[src/lpn_pkg.sv]
`timescale 1ns / 1ps
`default_nettype none

package lpn_pkg;

    localparam int BUF_BYTES  = 4096;
    localparam int MAX_DEPTH  = 2048;
    localparam int LEN_W      = 12;
    localparam int DEPTH_W    = $clog2(MAX_DEPTH + 1);
    localparam int MARK_AW    = $clog2(MAX_DEPTH);
    localparam int BANK_SEL_W = 2;
    localparam int BANKS      = 1 << BANK_SEL_W;
    localparam int BANK_AW    = LEN_W - BANK_SEL_W;
    localparam int BANK_DEPTH = BUF_BYTES / BANKS;

    localparam logic [7:0] CH_NUL   = 8'h00;
    localparam logic [7:0] CH_DOT   = 8'h2e;
    localparam logic [7:0] CH_SLASH = 8'h2f;

    typedef enum logic [1:0] {
        OP_CHAR     = 2'd0,
        OP_END      = 2'd1,
        OP_READ     = 2'd2,
        OP_READ_ALT = 2'd3
    } op_t;

    typedef struct packed {
        op_t              op;
        logic [7:0]       ch;
        logic [LEN_W-1:0] index;
    } item_t;

    typedef struct packed {
        logic               en;
        logic [BANK_AW-1:0] addr;
        logic [7:0]         data;
    } byte_wr_t;

    typedef struct packed {
        logic               push;
        logic               pop;
        logic [MARK_AW-1:0] wr_addr;
        logic [LEN_W-1:0]   wr_data;
        logic [MARK_AW-1:0] rd_addr;
    } stack_req_t;

    typedef struct packed {
        logic             status;
        logic [LEN_W-1:0] length;
        logic             finished;
        logic             hit;
    } result_t;

endpackage

`default_nettype wire

[src/lpn_ctrl.sv]
`timescale 1ns / 1ps
`default_nettype none

module lpn_ctrl
    import lpn_pkg::*;
(
    input  wire logic                 clk,
    input  wire logic                 rst_n,
    input  wire logic                 accept,
    input  wire item_t                item,
    input  wire logic [LEN_W-1:0]     top,
    output stack_req_t                stack_req,
    output byte_wr_t [BANKS-1:0]      wr,
    output result_t                   result
);

    logic [LEN_W-1:0]   len_reg, len_next;
    logic [DEPTH_W-1:0] depth_reg, depth_next;
    logic [1:0]         seen_reg, seen_next;
    logic [1:0]         held_reg, held_next;
    logic               err_reg, err_next;
    logic               done_reg, done_next;

    logic               is_char, is_end, is_read, is_dot;
    logic               close_pop;
    logic               open_comp, put_c, slash, depth_err;
    logic [1:0]         ndots;
    logic [2:0]         n_bytes, n_put;
    logic [LEN_W-1:0]   room;
    logic [LEN_W-1:0]   base;
    logic [7:0]         seq [4];
    logic [BANK_SEL_W-1:0] kk;
    logic [LEN_W-1:0]   pos;
    logic [DEPTH_W-1:0] rd_depth;

    assign is_char = (item.op == OP_CHAR);
    assign is_end  = (item.op == OP_END);
    assign is_read = !is_char && !is_end;
    assign is_dot  = (item.ch == CH_DOT);
    assign close_pop = (seen_reg != 2'd0) && (held_reg == 2'd2) && (depth_reg != '0);
    assign room = LEN_W'(BUF_BYTES - 1) - len_reg;

    always_comb
    begin
        len_next   = len_reg;
        depth_next = depth_reg;
        seen_next  = seen_reg;
        held_next  = held_reg;
        err_next   = err_reg;
        done_next  = done_reg;
        open_comp  = 1'b0;
        put_c      = 1'b0;
        ndots      = 2'd0;
        slash      = 1'b0;
        depth_err  = 1'b0;
        n_bytes    = 3'd0;
        n_put      = 3'd0;
        base       = len_reg;
        stack_req.push    = 1'b0;
        stack_req.pop     = 1'b0;
        stack_req.wr_addr = depth_reg[MARK_AW-1:0];
        stack_req.wr_data = len_reg;
        for (int i = 0; i < 4; i++)
        begin
            seq[i] = item.ch;
        end

        if (accept && !done_reg)
        begin
            if (is_char && (item.ch != CH_NUL) && !err_reg)
            begin
                if (item.ch == CH_SLASH)
                begin
                    if (close_pop)
                    begin
                        stack_req.pop = 1'b1;
                        depth_next    = depth_reg - DEPTH_W'(1);
                        len_next      = top;
                    end
                    held_next = 2'd0;
                    seen_next = 2'd0;
                end
                else
                begin
                    if (seen_reg == 2'd0)
                    begin
                        if (is_dot)
                        begin
                            held_next = 2'd1;
                        end
                        else
                        begin
                            open_comp = 1'b1;
                            put_c     = 1'b1;
                        end
                    end
                    else if (held_reg != 2'd0)
                    begin
                        if (is_dot && (held_reg == 2'd1))
                        begin
                            held_next = 2'd2;
                        end
                        else
                        begin
                            open_comp = 1'b1;
                            put_c     = 1'b1;
                            ndots     = held_reg;
                            held_next = 2'd0;
                        end
                    end
                    else
                    begin
                        put_c = 1'b1;
                    end
                    seen_next = (seen_reg == 2'd3) ? 2'd3 : seen_reg + 2'd1;

                    depth_err = open_comp && (depth_reg >= DEPTH_W'(MAX_DEPTH));
                    slash     = open_comp && (len_reg != '0);
                    n_bytes   = put_c ? ({2'b00, slash} + {1'b0, ndots} + 3'd1) : 3'd0;
                    for (int k = 0; k < 4; k++)
                    begin
                        if (k < int'(slash))
                        begin
                            seq[k] = CH_SLASH;
                        end
                        else if (k < int'(slash) + int'(ndots))
                        begin
                            seq[k] = CH_DOT;
                        end
                        else
                        begin
                            seq[k] = item.ch;
                        end
                    end

                    if (depth_err)
                    begin
                        err_next = 1'b1;
                    end
                    else
                    begin
                        n_put = (LEN_W'(n_bytes) <= room) ? n_bytes : room[2:0];
                        if (n_put != n_bytes)
                        begin
                            err_next = 1'b1;
                        end
                        if (open_comp && !(slash && (room == '0)))
                        begin
                            stack_req.push = 1'b1;
                            depth_next     = depth_reg + DEPTH_W'(1);
                        end
                        len_next = len_reg + LEN_W'(n_put);
                    end
                end
            end
            else if (is_end)
            begin
                if (!err_reg)
                begin
                    if (close_pop)
                    begin
                        stack_req.pop = 1'b1;
                        depth_next    = depth_reg - DEPTH_W'(1);
                        len_next      = top;
                    end
                    if (((close_pop) ? top : len_reg) == '0)
                    begin
                        base     = '0;
                        n_put    = 3'd1;
                        seq[0]   = CH_DOT;
                        len_next = LEN_W'(1);
                    end
                end
                held_next = 2'd0;
                seen_next = 2'd0;
                done_next = 1'b1;
            end
        end

        rd_depth          = depth_next - DEPTH_W'(2);
        stack_req.rd_addr = rd_depth[MARK_AW-1:0];
    end

    // spread up to four consecutive bytes over the banks
    always_comb
    begin
        kk  = '0;
        pos = '0;
        for (int b = 0; b < BANKS; b++)
        begin
            kk         = BANK_SEL_W'(b) - base[BANK_SEL_W-1:0];
            pos        = base + LEN_W'(kk);
            wr[b].en   = ({1'b0, kk} < n_put);
            wr[b].addr = pos[LEN_W-1:BANK_SEL_W];
            wr[b].data = seq[kk];
        end
    end

    assign result.status   = err_next;
    assign result.length   = len_next;
    assign result.finished = done_next;
    assign result.hit      = is_read && (item.index < len_reg);

    always_ff @(posedge clk or negedge rst_n)
    begin
        if (!rst_n)
        begin
            len_reg   <= '0;
            depth_reg <= '0;
            seen_reg  <= '0;
            held_reg  <= '0;
            err_reg   <= 1'b0;
            done_reg  <= 1'b0;
        end
        else
        begin
            len_reg   <= len_next;
            depth_reg <= depth_next;
            seen_reg  <= seen_next;
            held_reg  <= held_next;
            err_reg   <= err_next;
            done_reg  <= done_next;
        end
    end

endmodule

`default_nettype wire

[config.mk]
export PLATFORM = sky130hd
export DESIGN_NAME = lpn_ctrl
export DESIGN_NICKNAME = d
export VERILOG_FILES = /design/src/lpn_pkg.sv /design/src/lpn_ctrl.sv
export SDC_FILE = /design/constraint.sdc
export NUM_CORES = 1
export LEC_CHECK = 0
export BUFFER_PORTS_ARGS = -buffer_cell sky130_fd_sc_hd__buf_2
export CAP_MARGIN = 20
export CORE_MARGIN = 8
export CORE_UTILIZATION = 51
export CTS_CLUSTER_DIAMETER = 100
export DETAILED_ROUTE_END_ITERATION = 12
export GPL_ROUTABILITY_DRIVEN = 1
export PLACE_DENSITY = 0.91
export SLEW_MARGIN = 30
export SYNTH_ARGS = -nofsm -noshare
export SYNTH_HDL_FRONTEND = slang
export SYNTH_SLANG_ARGS = --single-unit
[constraint.sdc]
create_clock -name clk -period 11.1 [get_ports clk]
set_input_delay 2.775 -clock clk [delete_from_list [all_inputs] [get_ports clk]]
set_output_delay 2.775 -clock clk [all_outputs]
set_load 0.01 [all_outputs]
==> run_results.csv, run 1 <==
group,metric,value,unit
clock_network,path_clk_slew,0.07,ns
global_route,antenna_found_initial,0,
place,dp_hpwl,13290,um
layout,syn_to_final_growth,16.37,%
setup_path,reg2reg_to,"len_reg[8]",
synth,synth_xor_area_frac,0.08596,
floorplanning,chipHeight,113.8,um
setup_path,max_stage_delay,0.48,ns
synth,synthesis.nets,717,
worst_hold_path,min-delay-start,"done_reg",
synth,netlist_instances,645,
sta,max_slew_margin,0.4322,
place,dp_slack,0.7252,ns
detailed_routing,vias,5522,
sta,setup_violations,0,
global_route,track_usage,0.2447,
power,p_int,421.8,uW
sta,finalHoldViolCount,0,
sta,rsz0062_at_grt,"false",
floorplanning,num_rows,35,
synth,synthSimpleGateAreaFrac,0.3113,
detailed_routing,wire_per_inst,18.52,um
setup_path,critPathLaunchType,"input port",
detailed_routing,drt_iter0_drc,474,
run,max-cap-violations,0,
clock_network,cts_setup_buffers,0,
setup_path,cp_data_required_time,8.33,ns
clock_network,cts_max_level,2,
synth,async_flop_share,1.000,
place,dp.cells,895,
setup_path,cp-end-kind,"output pin",
place,gp_congestion,0.9777,
detailed_routing,wl_met3,1745,um
power,p_switching,467.6,uW
power,clock_power_share,0.099,
clock_network,clock_latency,0.29,ns
setup_path,worst_path_max_delay_cell,"nor4_4",
synth,synth_mux_area_frac,0.02848,
setup_path,r2r_setup_slack,5.82,ns
worst_hold_path,min_path_type,"reg -> reg",
synth,syn_area,0.004876,sq mm
sta,worst_slack,0.6405,ns
setup_path,cp_num_buf_inv,5,
power,sw_frac_of_total,0.5257,
synth,synth_common_cells,"nand2_1 (60), nor2_1 (59), inv_1 (38)",
floorplanning,io_pins,164,
floorplanning,die_w,113.8,um
setup_path,crit_family,"compound AO/OA/AOI/OAI gates",
clock_network,cts_tree,"built",
clock_network,root_buffer,"clkbuf_8",
clock_network,ctsResizeCount,0,
global_route,grt_first_pass_wirelength,26250,um
synth,synth_top_cell_area_share,0.1540,
layout,stdcell_count,902,
power,p_leak,2.701,nW
layout,n_antenna_cell,0,
power,powerDensity,156.7,mW/mm^2
synth,synth_compound_area_frac,0.2384,
detailed_routing,drt_first_pass_iters,7,
sta,fmax,95.61,MHz
worst_hold_path,whs_endpoint,"done_reg",
sta,fin_crit_sh,0.9423,
detailed_routing,wl_met1,6484,um
sta,setup_tns,0,ns
power,power,889.3,uW
sta,timing_worst_slew_pin_value,0.8517,ns
power,irDropWorstVdd,0.1351,mV
power,sequentialPowerShare,0.218,
sta,fin_crit,10.46,ns
layout,drive_gt1_frac,0.2833,
run_status,status,"complete, no violations",
clock_network,cts_sinks,30,
setup_path,r2r_start,"seen_reg[1]",
floorplanning,core,0.009240,sq mm
floorplanning,start_util,0.5277,
clock_network,cts-buffers-inserted,5,
synth,ys_seq_area_frac,0.1540,
synth,synthTopCellsByArea,"dfrtp_1 (15%), ha_1 (8.7%), xnor2_1 (6.6%)",
synth,synth-edff-count,0,
setup_path,ff2ff_path_depth,24,
synth,ys_ff_latch,30,
power,p_comb_frac,0.683,
detailed_routing,ant_nets,0,
layout,ff_latch_area,750.7,sq um
synth,yosys.area.top_type,"dfrtp_1",
global_route,grt_pass1_vias,5184,
detailed_routing,drc_errors,0,
global_route,grt-ovfl-total,0,
floorplanning,die_area,0.01295,sq mm
detailed_routing,drt-total-wl,16710,um
synth,synth-adder-area-share,0.09135,
detailed_routing,vias_per_cell,6.122,
global_route,grt_max_degree,31,
clock_network,holdBufCountCts,0,
layout,fillCellCount,840,
setup_path,worst-path-max-fanout,11,
layout,fin_util,0.6141,
synth,yosys.cell_types.count,90,
worst_hold_path,hold_depth,1,
synth,synth_ff_type,"dfrtp_1",
setup_path,arrival,7.68,ns
sta,slew_viol_final,0,
detailed_routing,top_layer_used,"met4",
layout,multi_input_area,0.003684,sq mm
synth,synth.most_common_cell,"nand2_1",
place,portBuffers,163,
setup_path,worstSetupPathType,"in -> out",
clock_network,cts_buffer_depth,2,
synth,yosysWarnings,0,
sta,fin_skew,0.007517,ns
synth,synth_top_family_by_area,"simple AND/OR/NAND/NOR gates",
synth,syn_area_per_cell,7.560,sq um
detailed_routing,route.met2.wl,7972,um
layout,num-nets-final,845,
[layer usage]
metal  vias to the layer above  GRT usage
met5                         -          0
met4                         0    0.07986
met3                        58    0.05441
met2                       358     0.4292
met1                      2526     0.2878
li1                       2580          -
[logic make-up after synthesis]
group,Yosys count
AND/OR/NAND/NOR,278
flip-flops,30
AO/OA/AOI/OAI,155
adder cells (fa/ha/maj),35
XOR/XNOR,47
buffers and inverters,87
multiplexers,13
[power by group through the flow]
stage / registers, mW / clock network (mW) / logic, mW
detailed placement: 0.194 / 0 / 0.604
global placement: 0.193 / 0 / 0.590
floorplan: 0.165 / 0 / 0.438
finish: 0.194 / 0.0881 / 0.607
CTS: 0.192 / 0.0892 / 0.606
global route: 0.199 / 0.0930 / 0.672
[final cells by class]
type,instances,share of cell area
Sequential cell,30,0.1323
Inverter,41,0.02712
Tap cell,129,0.02845
Multi-Input combinational cell,528,0.6492
Timing Repair Buffer,167,0.1491
Clock inverter,2,0.001764
Clock buffer,5,0.01213
[worst max-delay path by stage]
stage,to,slack [ns],cells past startpoint,start
floorplan,result[9],1.04,22,item[12]
global placement,result[10],0.99,25,item[12]
detailed placement,result[10],0.73,25,item[12]
CTS,result[10],0.72,25,item[12]
global route,result[10],0.16,25,item[12]
finish,result[10],0.64,25,item[12]
[placed cells by master (no fill, tap or decap), types with 23 or more instances in the layout]
cell type  count
a21oi_1       27
buf_2        163
dfrtp_1       30
ha_1          34
inv_1         38
nand2_1       60
nand2b_1      23
nand3_1       26
nor2_1        59
o21ai_0       31
xnor2_1       37
[stage by stage]
stage          area (sq um)  hold slack [ns]
2_1_floorplan          4876           0.4740
3_3_place_gp           5595           0.4816
3_5_place_dp           5595           0.4951
4_1_cts                5674           0.5113
5_1_grt                5674           0.5297
6_report               5674           0.5082
No activity file was read; power rests on OpenSTA's default activity.
==> run 2: changes to the inputs <==
ABC_AREA = 1   (was unset)
PLACE_DENSITY = 0.89   (was 0.91)
==> run 2 against run 1 <==
Effect of this change: clock skew decreased by 0.0012 ns; clock power down 2%; sequential power down 3%; worst setup slack improved by 0.033 ns; combinational power up 19%; non-clock buffer count is 2 lower; synthesized cell count is 41% higher; largest power group unchanged; fmax is 0.32% higher; highest routed layer unchanged; first-iteration DRC count is 54% higher; die area rose by 8.6%; via count increased by 22%; critical path type unchanged.
==> run_results.csv, run 2 <==
group,metric,value,unit
layout,stdcell_count,1180,
layout,layout_common_cells,"nand2_1 (247), buf_2 (163), nor2_1 (93), inv_1 (82), nand3_1 (74)",
sta,finalHoldViolCount,0,
clock_network,cts_tree,"built",
synth,synth_ff_type,"dfrtp_1",
clock_network,cts_buffer_depth,2,
clock_network,cts_max_level,2,
synth,yosys.area.top_type,"nand2_1",
setup_path,worstSetupPathType,"in -> out",
synth,yosysWarnings,0,
synth,syn_area,0.005364,sq mm
synth,ys_seq_area_frac,0.1400,
synth,yosys.cell_types.count,50,
power,irDropWorstVdd,0.1071,mV
setup_path,arrival,7.65,ns
place,dp.cells,1173,
setup_path,cp_data_required_time,8.33,ns
setup_path,reg2reg_to,"len_reg[8]",
sta,setup_tns,0,ns
sta,fin_crit_sh,0.9393,
synth,synth_common_cells,"nand2_1 (247), nor2_1 (93), inv_1 (82)",
synth,synth_top_cell_area_share,0.1728,
sta,fin_crit,10.43,ns
floorplanning,die_area,0.01406,sq mm
layout,fillCellCount,1050,
floorplanning,start_util,0.5219,
power,power,997.3,uW
layout,drive_gt1_frac,0.2155,
setup_path,worst_path_max_delay_cell,"nor3_1",
setup_path,cp-end-kind,"output pin",
sta,worst_slack,0.6735,ns
setup_path,cp_num_buf_inv,9,
worst_hold_path,min-delay-start,"err_reg",
detailed_routing,drt_first_pass_iters,7,
floorplanning,die_w,118.6,um
clock_network,cts_setup_buffers,0,
clock_network,ctsResizeCount,0,
global_route,antenna_found_initial,0,
setup_path,crit_end,"result[10]",
floorplanning,chipHeight,118.6,um
synth,synth-edff-count,0,
clock_network,holdBufCountCts,0,
synth,async_flop_share,1.000,
layout,fin_util,0.6030,
setup_path,ff2ff_path_depth,27,
power,p_leak,3.187,nW
clock_network,clock_latency,0.29,ns
detailed_routing,drc_errors,0,
floorplanning,io_pins,164,
run,max-cap-violations,0,
sta,timing.hold.ws,0.5102,ns
layout,n_antenna_cell,0,
synth,synthTopCellsByArea,"nand2_1 (17%), dfrtp_1 (14%), ha_1 (7.9%)",
place,dp_hpwl,14390,um
synth,synth.most_common_cell,"nand2_1",
clock_network,cts-buffers-inserted,5,
place,gp_congestion,0.9649,
setup_path,r2r_setup_slack,5.87,ns
global_route,track_usage,0.2487,
setup_path,worst-path-max-fanout,7,
detailed_routing,vias_per_cell,5.708,
layout,multi_input_area,0.003975,sq mm
layout,num-nets-final,1116,
global_route,grt_pass1_vias,6233,
worst_hold_path,hold_depth,2,
detailed_routing,ant_nets,0,
floorplanning,num_rows,37,
layout,layout_commonest_cell,"nand2_1",
detailed_routing,drt_iter0_drc,730,
setup_path,crit_path_frequent_cell,"inv_1",
sta,max_slew_margin,0.5101,
synth,ys_ff_latch,30,
clock_network,path_clk_slew,0.06,ns
detailed_routing,wire_per_inst,15.63,um
layout,ff_latch_area,750.7,sq um
worst_hold_path,min_path_type,"reg -> reg",
sta,setup_violations,0,
setup_path,max_stage_delay,0.53,ns
place,portBuffers,163,
setup_path,critPathLaunchType,"input port",
sta,timing_worst_slew_pin_value,0.7349,ns
layout,finalInstanceArea,0.006197,sq mm
detailed_routing,vias,6736,
clock_network,cts_sinks,30,
synth,netlist_instances,910,
layout,syn_to_final_growth,15.54,%
run_status,status,"complete, no violations",
global_route,grt_max_degree,31,
clock_network,root_buffer,"clkbuf_8",
sta,slew_viol_final,0,
synth,syn_area_per_cell,5.894,sq um
setup_path,crit_cells,33,
global_route,grt_first_pass_wirelength,30160,um
synth,synthesis.nets,982,
sta,fmax,95.91,MHz
floorplanning,core,0.01028,sq mm
setup_path,critPathLaunch,"item[18]",
setup_path,r2r_start,"len_reg[1]",
global_route,grt-ovfl-total,0,
detailed_routing,drt-total-wl,18440,um
place,dp_slack,0.7908,ns
place,placed_area,0.006117,sq mm
sta,fin_skew,0.006288,ns
setup_path,crit_family,"simple AND/OR/NAND/NOR gates",
sta,rsz0062_at_grt,"false",
power,powerDensity,160.9,mW/mm^2
==> run 2: cell count changes in the layout (fill, tap and decap cells not counted), sizes merged, moves of 23 or more <==
cell | before | now
inv | 39 | 99
nand2 | 62 | 256
nand2b | 23 | 0
nand3 | 27 | 76
nor2 | 59 | 111
o21ai | 32 | 92
xnor2 | 38 | 9
==> run 2: logic make-up (layout without fill, tap and decap cells) <==
family	Yosys count	in the layout	synth area share
DFF	30	30	0.1400
buffers and inverters	143	277	0.1197
AOI/OAI and AO/OA	165	165	0.1710
xor gates and xnor gates	30	30	0.04899
adders and majority gates	35	35	0.08304
and+or+nand+nor	507	507	0.4374
==> run 2: worst min-delay path by stage <==
stage | end | slack (ns)
after floorplan | done_reg | 0.47
after global placement | done_reg | 0.48
final | err_reg | 0.51
after detailed placement | done_reg | 0.50
after global routing | done_reg | 0.54
after CTS | err_reg | 0.51
==> run 2: layout make-up <==
cell class,count,share of cell area
tap,136,0.02746
timing repair buffer,165,0.1341
clock buffer,7,0.01232
inverter,105,0.06360
sequential,30,0.1211
multi-input combinational,737,0.6414
==> run 2: power by group <==
group | internal (mW) | total, mW | switching [mW]
logic | 0.254 | 0.721 | 0.467
registers | 0.135 | 0.189 | 0.0540
clock network | 0.0432 | 0.0867 | 0.0436
total | 0.433 | 0.997 | 0.564
==> run 2: layer usage <==
layer / vias to the layer above / global-route usage / part of all wire
met4: 0 / 0.08142 / 0.025
li1: 3268 / - / -
met5: - / 0 / 0
met1: 3019 / 0.3117 / 0.42
met3: 41 / 0.05616 / 0.097
met2: 408 / 0.4133 / 0.46
==> run 2: tightest hold or removal path, cell delays in order, from the launching register on <==
cell and delay, ns:
dfrtp_1 0.36, inv_1 0.04, nand2_1 0.07
